<file path="config.mk">
export PLATFORM = sky130hd
export DESIGN_NAME = sha1_message_digest
export DESIGN_NICKNAME = d
export VERILOG_FILES = /design/src/rtl/sha1_pkg.sv /design/src/rtl/sha1_message_digest.sv /design/src/rtl/sha1_core.sv
export VERILOG_INCLUDE_DIRS = /design/src /design/src/rtl
export SDC_FILE = /design/constraint.sdc
export NUM_CORES = 2
export LEC_CHECK = 0
export BUFFER_PORTS_ARGS = -buffer_cell sky130_fd_sc_hd__buf_2
export CORE_MARGIN = 4
export CORE_UTILIZATION = 50
export DETAILED_ROUTE_END_ITERATION = 8
export PLACE_DENSITY = 0.68
export SYNTH_ARGS = -nofsm -noshare
export SYNTH_HDL_FRONTEND = slang
export SYNTH_SLANG_ARGS = --single-unit
</file>
<file path="constraint.sdc">
create_clock -name clk_i -period 10.5 [get_ports clk_i]
set_clock_uncertainty 0.05 [all_clocks]
set_input_delay 0.525 -clock clk_i [delete_from_list [all_inputs] [get_ports clk_i]]
set_output_delay 0.525 -clock clk_i [all_outputs]
set_load 0.1 [all_outputs]
</file>
<file path="src/rtl/sha1_message_digest_macros.svh">
// Assertion helpers for the SHA-1 digest block.
`ifndef SHA1_MESSAGE_DIGEST_MACROS_SVH
`define SHA1_MESSAGE_DIGEST_MACROS_SVH
// Implication checked on every rising clock edge outside reset.
`define SHA_ASSERT_IMP(lbl, clk, rstn, pre, post) \
  lbl: assert property (@(posedge clk) disable iff (!rstn) (pre) |-> (post)) \
    else $error("assertion failed");
// Next-cycle implication checked outside reset.
`define SHA_ASSERT_NXT(lbl, clk, rstn, pre, post) \
  lbl: assert property (@(posedge clk) disable iff (!rstn) (pre) |=> (post)) \
    else $error("assertion failed");
`endif

</file>
<file path="src/rtl/sha1_pkg.sv">
// -----------------------------------------------------------------------------
// SHA-1 package
// Shared constants and the round functions used by the digest block and its core.
// -----------------------------------------------------------------------------
`default_nettype none
package sha1_pkg;
  localparam logic [31:0] H0 = 32'h67452301;
  localparam logic [31:0] H1 = 32'hEFCDAB89;
  localparam logic [31:0] H2 = 32'h98BADCFE;
  localparam logic [31:0] H3 = 32'h10325476;
  localparam logic [31:0] H4 = 32'hC3D2E1F0;
  localparam logic [7:0]  PadByte = 8'h80;

  // Round constant selected from the round number.
  function automatic logic [31:0] round_k(input logic [6:0] r);
    logic [31:0] k;
    if (r < 7'd20)      k = 32'h5A827999;
    else if (r < 7'd40) k = 32'h6ED9EBA1;
    else if (r < 7'd60) k = 32'h8F1BBCDC;
    else                k = 32'hCA62C1D6;
    return k;
  endfunction

  // Boolean function of the round.
  function automatic logic [31:0] round_f(input logic [6:0] r, input logic [31:0] b,
                                          input logic [31:0] c, input logic [31:0] d);
    logic [31:0] f;
    if (r < 7'd20)                     f = (b & c) | (~b & d);
    else if (r >= 7'd40 && r < 7'd60)  f = (b & c) | (b & d) | (c & d);
    else                               f = b ^ c ^ d;
    return f;
  endfunction
endpackage
`default_nettype wire

</file>
<file path="src/rtl/sha1_message_digest.sv">
// SHA-1 digest of a byte stream. Bytes are taken one per transaction; the
// block is ready for the next byte at once unless a byte completes a 64-byte
// block, which then occupies the shared round unit (80 rounds plus load and
// update) while no byte is taken. The end of a message adds one or two such
// compressions plus the zero-fill, one byte at a time, and the length, then
// five digest transactions, h0 first.
// -----------------------------------------------------------------------------
// SHA-1 message digest
// Buffers message bytes, pads the final block and emits the 160-bit digest.
// -----------------------------------------------------------------------------
`default_nettype none
`include "sha1_message_digest_macros.svh"
module sha1_message_digest (
  input  wire logic        clk_i,
  input  wire logic        rst_ni,
  input  wire logic        s_axis_tvalid,
  output logic             s_axis_tready,
  input  wire logic [7:0]  s_axis_tdata,   // [7:0] data_byte
  input  wire logic [0:0]  s_axis_tuser,   // [0] has_byte
  input  wire logic        s_axis_tlast,   // end_of_message
  output logic             m_axis_tvalid,
  input  wire logic        m_axis_tready,
  output logic [31:0]      m_axis_tdata,   // [31:0] digest_word
  output logic [3:0]       m_axis_tuser,   // [2:0] word_index, [3] too_long
  output logic             m_axis_tlast    // last_word
);
  import sha1_pkg::*;

  localparam logic [2:0] StIdle = 3'd0;
  localparam logic [2:0] StComp = 3'd1;
  localparam logic [2:0] StFill = 3'd2;
  localparam logic [2:0] StOut  = 3'd3;

  logic [2:0]   state_q;
  logic [511:0] buf_q;
  logic [32:0]  count_q;
  logic [159:0] chain_q;
  logic         final_q;     // message is in its padding phase
  logic         len_done_q;  // length block compression underway
  logic         pad_q;       // pad byte already sits in the buffer
  logic         len_blk_q;   // the length goes into the block being filled
  logic [5:0]   pos_q;
  logic [2:0]   widx_q;
  logic         too_long_q;
  logic         core_start;
  logic         core_done;
  logic [159:0] core_chain;
  logic         in_fire;
  logic         take_byte;

  assign s_axis_tready = (state_q == StIdle);
  assign in_fire = s_axis_tvalid && s_axis_tready;
  assign take_byte = s_axis_tuser[0] && !count_q[32];

  sha1_core u_core (
    .clk_i, .rst_ni,
    .start_i(core_start), .block_i(buf_q), .chain_i(chain_q),
    .done_o(core_done), .chain_o(core_chain)
  );

  // Block buffer, byte count and sequencer.
  always_ff @(posedge clk_i or negedge rst_ni) begin
    logic [511:0] buf_d;
    logic         start_d;
    logic [5:0]   p;
    logic [32:0]  c;
    if (!rst_ni) begin
      state_q <= StIdle;
      count_q <= '0;
      chain_q <= {H0, H1, H2, H3, H4};
      final_q <= 1'b0;
      len_done_q <= 1'b0;
      pad_q <= 1'b0;
      len_blk_q <= 1'b0;
      pos_q <= '0;
      widx_q <= '0;
      too_long_q <= 1'b0;
      core_start <= 1'b0;
      buf_q <= '0;
    end else begin
      buf_d = buf_q;
      start_d = 1'b0;
      p = count_q[5:0];
      c = count_q;
      unique case (state_q)
        StIdle: begin
          if (in_fire) begin
            if (take_byte) begin
              buf_d[511-8*p -: 8] = s_axis_tdata;
              c = count_q + 33'd1;
              count_q <= c;
            end
            too_long_q <= c[32];
            if (take_byte && p == 6'd63) begin
              final_q <= s_axis_tlast;
              pad_q <= 1'b0;
              start_d = 1'b1;
              state_q <= StComp;
            end else if (s_axis_tlast) begin
              final_q <= 1'b1;
              pad_q <= 1'b1;
              len_blk_q <= (c[5:0] < 6'd56);
              buf_d[511-8*c[5:0] -: 8] = PadByte;
              pos_q <= c[5:0] + 6'd1;
              state_q <= (c[5:0] == 6'd63) ? StComp : StFill;
              start_d = (c[5:0] == 6'd63);
            end
          end
        end
        StFill: begin
          // Zero-fill one byte a cycle; the length fills the last eight at once.
          if (len_blk_q && pos_q == 6'd56) begin
            buf_d[63:0] = {28'd0, count_q, 3'b000};
            len_done_q <= 1'b1;
            start_d = 1'b1;
            state_q <= StComp;
          end else begin
            buf_d[511-8*pos_q -: 8] = 8'h00;
            pos_q <= pos_q + 6'd1;
            if (pos_q == 6'd63) begin
              start_d = 1'b1;
              state_q <= StComp;
            end
          end
        end
        StComp: begin
          if (core_done) begin
            chain_q <= core_chain;
            if (!final_q) begin
              state_q <= StIdle;
            end else if (len_done_q) begin
              widx_q <= '0;
              state_q <= StOut;
            end else begin
              // A further padding block follows and always takes the length.
              // The pad byte opens it when the last byte filled the block.
              if (!pad_q) begin
                buf_d[511 -: 8] = PadByte;
                pos_q <= 6'd1;
                pad_q <= 1'b1;
              end else begin
                pos_q <= 6'd0;
              end
              len_blk_q <= 1'b1;
              state_q <= StFill;
            end
          end
        end
        StOut: begin
          if (m_axis_tready) begin
            widx_q <= widx_q + 3'd1;
            if (widx_q == 3'd4) begin
              state_q <= StIdle;
              chain_q <= {H0, H1, H2, H3, H4};
              count_q <= '0;
              final_q <= 1'b0;
              len_done_q <= 1'b0;
            end
          end
        end
        default: state_q <= StIdle;
      endcase
      buf_q <= buf_d;
      core_start <= start_d;
    end
  end

  assign m_axis_tvalid = (state_q == StOut);
  assign m_axis_tdata = chain_q[159-32*widx_q -: 32];
  assign m_axis_tuser = {too_long_q, widx_q};
  assign m_axis_tlast = (widx_q == 3'd4);

  `SHA_ASSERT_IMP(a_ready_idle, clk_i, rst_ni, m_axis_tvalid, !s_axis_tready)
  `SHA_ASSERT_IMP(a_idx_range, clk_i, rst_ni, m_axis_tvalid, widx_q <= 3'd4)
  `SHA_ASSERT_NXT(a_start_pulse, clk_i, rst_ni, core_start, state_q == StComp)
endmodule
`default_nettype wire

</file>
<file path="src/rtl/sha1_core.sv">
// -----------------------------------------------------------------------------
// SHA-1 compression core
// Runs 80 rounds, one per cycle, through a single shared round unit. The
// sixteen schedule words enter as a shift line and are expanded in place.
// -----------------------------------------------------------------------------
`default_nettype none
module sha1_core (
  input  wire logic         clk_i,
  input  wire logic         rst_ni,
  input  wire logic         start_i,
  input  wire logic [511:0] block_i,
  input  wire logic [159:0] chain_i,
  output logic              done_o,
  output logic [159:0]      chain_o
);
  import sha1_pkg::*;

  logic [31:0] w_q [16];
  logic [31:0] w_d [16];
  logic [31:0] a_q, b_q, c_q, d_q, e_q;
  logic [6:0]  round_q;
  logic        busy_q;
  logic        done_q;
  logic [31:0] w_new, w_cur, t;

  // Schedule: w_q[0] is the current word; new words shift in at the top.
  assign w_new = w_q[13] ^ w_q[8] ^ w_q[2] ^ w_q[0];
  assign w_cur = w_q[0];
  assign t = {a_q[26:0], a_q[31:27]} + round_f(round_q, b_q, c_q, d_q) + e_q
             + round_k(round_q) + w_cur;

  always_comb begin
    for (int i = 0; i < 15; i++) w_d[i] = w_q[i+1];
    w_d[15] = {w_new[30:0], w_new[31]};
  end

  // Round datapath registers.
  always_ff @(posedge clk_i) begin
    if (start_i) begin
      for (int i = 0; i < 16; i++) w_q[i] <= block_i[511-32*i -: 32];
      {a_q, b_q, c_q, d_q, e_q} <= chain_i;
    end else if (busy_q) begin
      w_q <= w_d;
      e_q <= d_q;
      d_q <= c_q;
      c_q <= {b_q[1:0], b_q[31:2]};
      b_q <= a_q;
      a_q <= t;
    end
  end

  // Round sequencer.
  always_ff @(posedge clk_i or negedge rst_ni) begin
    if (!rst_ni) begin
      busy_q <= 1'b0;
      round_q <= '0;
      done_q <= 1'b0;
    end else begin
      done_q <= !start_i && busy_q && (round_q == 7'd79);
      if (start_i) begin
        busy_q <= 1'b1;
        round_q <= '0;
      end else if (busy_q) begin
        round_q <= round_q + 7'd1;
        if (round_q == 7'd79) begin
          busy_q <= 1'b0;
        end
      end
    end
  end

  assign done_o = done_q;
  assign chain_o = {chain_i[159:128] + a_q, chain_i[127:96] + b_q, chain_i[95:64] + c_q,
                    chain_i[63:32] + d_q, chain_i[31:0] + e_q};
endmodule
`default_nettype wire
</file>
=== Word level (Yosys, flattened, before mapping) ===
Index checks and enable logic that the tools add are counted.

* Add/sub/neg operators: 21
* Muxes and demuxes: 99
* $lt $le $gt $ge: 5
* Equality and inequality tests: 23
* Shift operators: 7
* Reductions and logical operators: 30
* Bitwise logic cells: 13

{| class="wikitable"
|+ Operator list
! cell !! number
|-
| $mux 512 || 8
|-
| $shift 8x34->519 const A || 3
|-
| $bwmux 512 || 3
|-
| $shiftx 8x34->519 const A || 2
|-
| $pmux 504 s2 || 1
|-
| $shiftx 8x34->519 || 1
|-
| $mux 160 || 3
|-
| $mux 32 || 14
|-
| $mux 448 || 1
|-
| $pmux 160 s2 || 1
|-
| $add 32x32->32 || 9
|-
| $shiftx 191x33->32 || 1
|-
| $mux 33 || 5
|-
| $xor 32x32->32 || 5
|-
| $and 32x32->32 || 4
|-
| $neg 32->34 || 3
|-
| $or 32x32->32 || 3
|-
| $pmux 33 s2 || 1
|-
| $mux 64 || 1
|-
| $mux 6 || 7
|-
| $mux 3 || 12
|-
| $add 33x1->33 const B || 1
|-
| $mux 8 || 4
|-
| $not 32->32 || 1
|-
| 39 further kinds || 104
|}

* Input bits: 14
* Register bits after elaboration: 1,404
* Word-level logic and storage cells: 236

=== Depth between registers and ports, before layout ===
* Depth after elaboration: 13
* Gate-level depth with buffers: 27

=== By module ===
A second synthesis with hierarchy kept.

* Cells, all modules: 7,064
* Area, all modules: 77,515.6 µm²

{| class="wikitable"
|+ Modules (own cells, without submodules)
! module !! sequential area each (µm²) !! area each (µm²) !! instances !! cells an instance
|-
| sha1_core || 20,404.6 || 42,022.8 || 1 || 3,354
|-
| sha1_message_digest || 18,167.4 || 35,492.8 || 1 || 3,710
|}

=== Worst setup path after synthesis ===
No wires, ideal clock.

* Path kind: register -> register
* Start point: register core_start
* End point: register u_core.busy_q
* Slack: 302 ps
* Clock period less this slack: 10,198 ps
* Stages on the path, launching flop included: 6
* Data arrival time: 10,049 ps
* Buffers on the path: 3
* Cell sequence: dfrtp_1 -> clkbuf_1 -> clkbuf_1 -> clkbuf_1 -> or2_2 -> o41a_1

* Longest elaborated chain between the ends: 1

{| class="wikitable"
|+ Ends and longest elaborated chain
! what !! RTL line !! text
|-
| start, declared || sha1_message_digest.sv:45 || <nowiki>logic core_start;</nowiki>
|-
| start signal, assigned || sha1_message_digest.sv:164 || <nowiki>core_start <= start_d;</nowiki>
|-
| $mux 1 || sha1_core.sv:60 || <nowiki>if (start_i) begin</nowiki>
|-
| end signal, assigned || sha1_core.sv:55 || <nowiki>busy_q <= 1'b0;</nowiki>
|-
| end signal, assigned || sha1_core.sv:61 || <nowiki>busy_q <= 1'b1;</nowiki>
|-
| end signal, assigned || sha1_core.sv:66 || <nowiki>busy_q <= 1'b0;</nowiki>
|-
| end, declared || sha1_core.sv:22 || <nowiki>logic busy_q;</nowiki>
|}

No other way between the ends.
A chain may end at the register's enable or synchronous reset.

=== Worst setup path in the final report ===
* Start point: register u_core.round_q[4]
* End point: register u_core.a_q[30] (data pin)

* Longest elaborated chain between the ends: 10
* Elaborated cells between the ends (all ways): 16
* Those cells by class: add/sub: 4; order compare: 4; mux: 7; reduce/logical: 1

{| class="wikitable"
|+ Ends and longest elaborated chain
! what !! RTL line !! text
|-
| start, declared || sha1_core.sv:21 || <nowiki>logic [6:0] round_q;</nowiki>
|-
| start signal, assigned || sha1_core.sv:64 || <nowiki>round_q <= round_q + 7'd1;</nowiki>
|-
| $ge 7x6->1 or $lt 7x6->1 (tied branches) || sha1_pkg.sv:29, sha1_pkg.sv:19 ||
|-
| $logic_and 1x1->1 || sha1_pkg.sv:29 || <nowiki>else if (r >= 7'd40 && r < 7'd60) f = (b & c) | (b & d) | (c & d);</nowiki>
|-
| $mux 32 || sha1_pkg.sv:29 ||
|-
| $mux 32 || sha1_pkg.sv:28 || <nowiki>if (r < 7'd20) f = (b & c) | (~b & d);</nowiki>
|-
| $add 32x32->32 (2 in a row) || sha1_core.sv:29 || <nowiki>assign t = {a_q[26:0], a_q[31:27]} + round_f(round_q, b_q, c_q, d_q) + e_q</nowiki>
|-
| $add 32x32->32 * (2 in a row) || sha1_core.sv:30 || <nowiki>+ round_k(round_q) + w_cur;</nowiki>
|-
| $mux 32 * || sha1_core.sv:42 || <nowiki>end else if (busy_q) begin</nowiki>
|-
| $mux 32 * || sha1_core.sv:39 || <nowiki>if (start_i) begin</nowiki>
|-
| end signal, assigned || sha1_core.sv:41 || <nowiki>{a_q, b_q, c_q, d_q, e_q} <= chain_i;</nowiki>
|-
| end signal, assigned || sha1_core.sv:48 || <nowiki>a_q <= t;</nowiki>
|-
| end, declared || sha1_core.sv:20 || <nowiki>logic [31:0] a_q, b_q, c_q, d_q, e_q;</nowiki>
|}

Every way passes the cells marked *; elsewhere a longest branch is shown, timed or not. The select of a mux whose other input is x is not followed.

==> flow_summary.ini <==
[place]
portBuffers = 52
place_inst = 8861
hpwl_mm = 173
place.gp.congestion = 1.03

[global_route]
grt_overflow = 0
grt_pass1_vias = 57000
grt_pass1_wl_mm = 371
grt_max_degree = 183
grt_use_total_pct = 31.1
grt_antenna_before_repair = 14

[setup_path]
startpoint_type = register
critPathMaxFanout = 23
crit_type = reg -> reg
critical_path_required_ns = 11.02
r2r.worst_path.cells = 24
end_kind = register
crit_arrival_ns = 7.88

[detailed_routing]
wl_met3_mm = 23.5
vias = 58100
viasPerCell = 6.34
wl_met2_mm = 113
drcViolationCount = 1
drt_iter0_markers = 6670
drt-total-wl_mm = 251
post_drt_wl_per_cell_um = 27.4
final_antenna_net_count = 0
topRoutingLayerUsed = met5
wirelength_met1_mm = 99.3
first_pass_iters = 9

[logic_synthesis]
synth_cell_types = 99
synth.avg_cell_area_um2 = 10.9
yosys-top-cells-area = edfxtp_1 (26%), dfrtp_1 (21%), mux2_2 (8.7%)
syn_area_um2 = 76500
postSynthCellCount = 7013
yosys.area.top_type = edfxtp_1
ys.flop_type = edfxtp_1
synth_edf_count = 672
synth_seq_cells = 1403
synth-seq-area-share_pct = 50.4
yosysWarnings = 0
synthDominantCellAreaShare_pct = 26.4
async_flop_share_pct = 52.1
syn-num-nets = 7386

[clocking]
path_clk_slew_ns = 0.06
post_cts_buffers = 0
htreeDepth = 4
cts_made_buffers = 155
cts-root-buf = clkbuf_16
cts_tree = done
clk_latency_ns = 0.82
clock_path_buffers = 3
clkSinkCount = 1403
post_cts_resized = 0
cts_hold_buf = 1

[floorplan]
die_area_um2 = 159000
dieWidth_um = 399
row_count = 143
core-area_um2 = 152000
pin_count = 53
die_h_um = 399
floorplan.initialDensity_pct = 50.3

[cells_and_area]
final_cells = 9158
mostFrequentLayoutCells = nor2_1 (811), edfxtp_1 (672), dfrtp_1 (648)
area_growth_pct = 10.1
drive_above_1_share_pct = 16.2
mostFrequentLayoutCell = nor2_1
final_nets = 7362

[timing]
slew_violations = 0
fin_crit_sh_pct = 70.1
relSlewSlack_pct = 13.4
period_minus_slack_ns = 7.36
hold_viol_final = 0
fin_setup_tns_ns = 0
rsz0062_at_grt = false
finalSetupViolCount = 0
max_clock_freq_mhz = 136
worst_pin_slew_ns = 1.30

[flow_run]
drv_cap = 0

[outcome]
status = finished with violations
violations = DRC

[worst_hold_path]
worstHoldPathCells = 3
hp-class = in -> reg
-- critical path, stage by stage (launching register included) --
cell and delay, ns:
dfrtp_1 0.47, a41oi_1 0.54, inv_1 0.35, nor2_1 0.28, clkinv_1 0.12, nand2_1 0.45
buf_4 0.40, nor2_1 0.08, nor2_1 0.13, fa_1 0.45, fa_1 0.50, inv_1 0.05
fa_1 0.48, inv_1 0.04, ha_1 0.43, nand3_1 0.13, nor3_1 0.32, o21ai_0 0.14
o21ai_0 0.39, o21ai_1 0.22, o21ai_1 0.37, a31o_2 0.25, o21ai_1 0.09, xnor2_1 0.12
mux2_2 0.26
-- per-stage QoR --
step,instance area [um2],hold WS (ns),setup WS [ns],util [%]
after floorplan,76500,0.179,0.302,-
after global placement,79000,0.404,3.25,51.9
after detailed placement,79000,0.415,3.16,51.9
after CTS,84200,0.0581,3.13,55.4
after global routing,84200,0.103,2.73,55.4
final,84200,0.113,3.14,55.4
-- flip-flops by register name (all words and copies together), names as in the netlist, 2 cells and up --
signal          count
buf_q             512
chain_q           160
count_q            33
pos_q               6
state_q             2
u_core.a_q         32
u_core.b_q         32
u_core.c_q         32
u_core.d_q         32
u_core.e_q         32
u_core.round_q      7
u_core.w_cur       32
u_core.w_d        480
widx_q              3
-- synthesized netlist by cell type (12+ instances only) --
cell type and count:
a21oi_1 463, a22oi_1 72, mux2_2 591, o21ai_0 465, a211oi_1 26, fa_1 124, nor2_1 814, o32ai_1 20
o41ai_1 13, o21bai_1 23, nor4_1 12, xor2_1 101, xnor2_1 174, mux4_2 32, a31oi_1 47, nand2b_1 31
o22ai_1 20, o31ai_1 48, a32o_1 22, edfxtp_1 672, nand3_1 112, and2_1 21, inv_1 232, clkbuf_1 271
buf_1 21, nand2_1 620, nor3_1 181, o211ai_1 12, dfrtp_1 651, o21ai_1 16, buf_2 25, a22o_1 45
a21o_1 86, o21a_1 57, ha_1 235, dfstp_2 80, or3_1 40, and3_1 47, mux2i_1 207, nor2b_1 68
nand4_1 27
-- logic make-up after synthesis --
logic type / after synthesis / synth area share, %
AND/OR/NAND/NOR: 2023 / 11.5
AO/OA/AOI/OAI: 1567 / 12.7
flip-flops: 1403 / 50.4
multiplexers: 830 / 12.3
buffers and inverters: 555 / 2.78
adder cells (fa/ha/maj): 359 / 7.09
XOR/XNOR: 276 / 3.18
-- area by class of cell --
cell class                      count  area (um2)
Antenna cell                        6        15.0
Clock buffer                      225        4340
Clock inverter                     65         897
Fill cell                       13000       67800
Inverter                          235         882
Multi-Input combinational cell   5055       36000
Sequential cell                  1403       38600
Tap cell                         2030        2540
Timing Repair Buffer              139        1030
-- path summary, 6_finish.rpt --
kind | end | slack [ns] | start
min in group asynchronous | chain_q[72] | 0.24 | rst_ni
min | widx_q[0] | 0.11 | m_axis_tready
max reg2reg | u_core.a_q[30] | 3.14 | u_core.round_q[4]
max in group asynchronous | buf_q[318] | 7.78 | rst_ni
max | u_core.a_q[30] | 3.14 | u_core.round_q[4]
min reg2reg | buf_q[103] | 0.43 | buf_q[103]
-- per-layer routing --
| metal | track usage [%] | up-vias |
|---|---|---|
| met1 | 41.3 | 29100 |
| met5 | 0 | - |
| met4 | 16.1 | 12 |
| met3 | 6.72 | 783 |
| met2 | 48.2 | 2970 |
| li1 | - | 25300 |
Power is left out: the tool's default activity adds up to more than one toggle a clock period on the data nets, which glitch-free logic cannot reach.
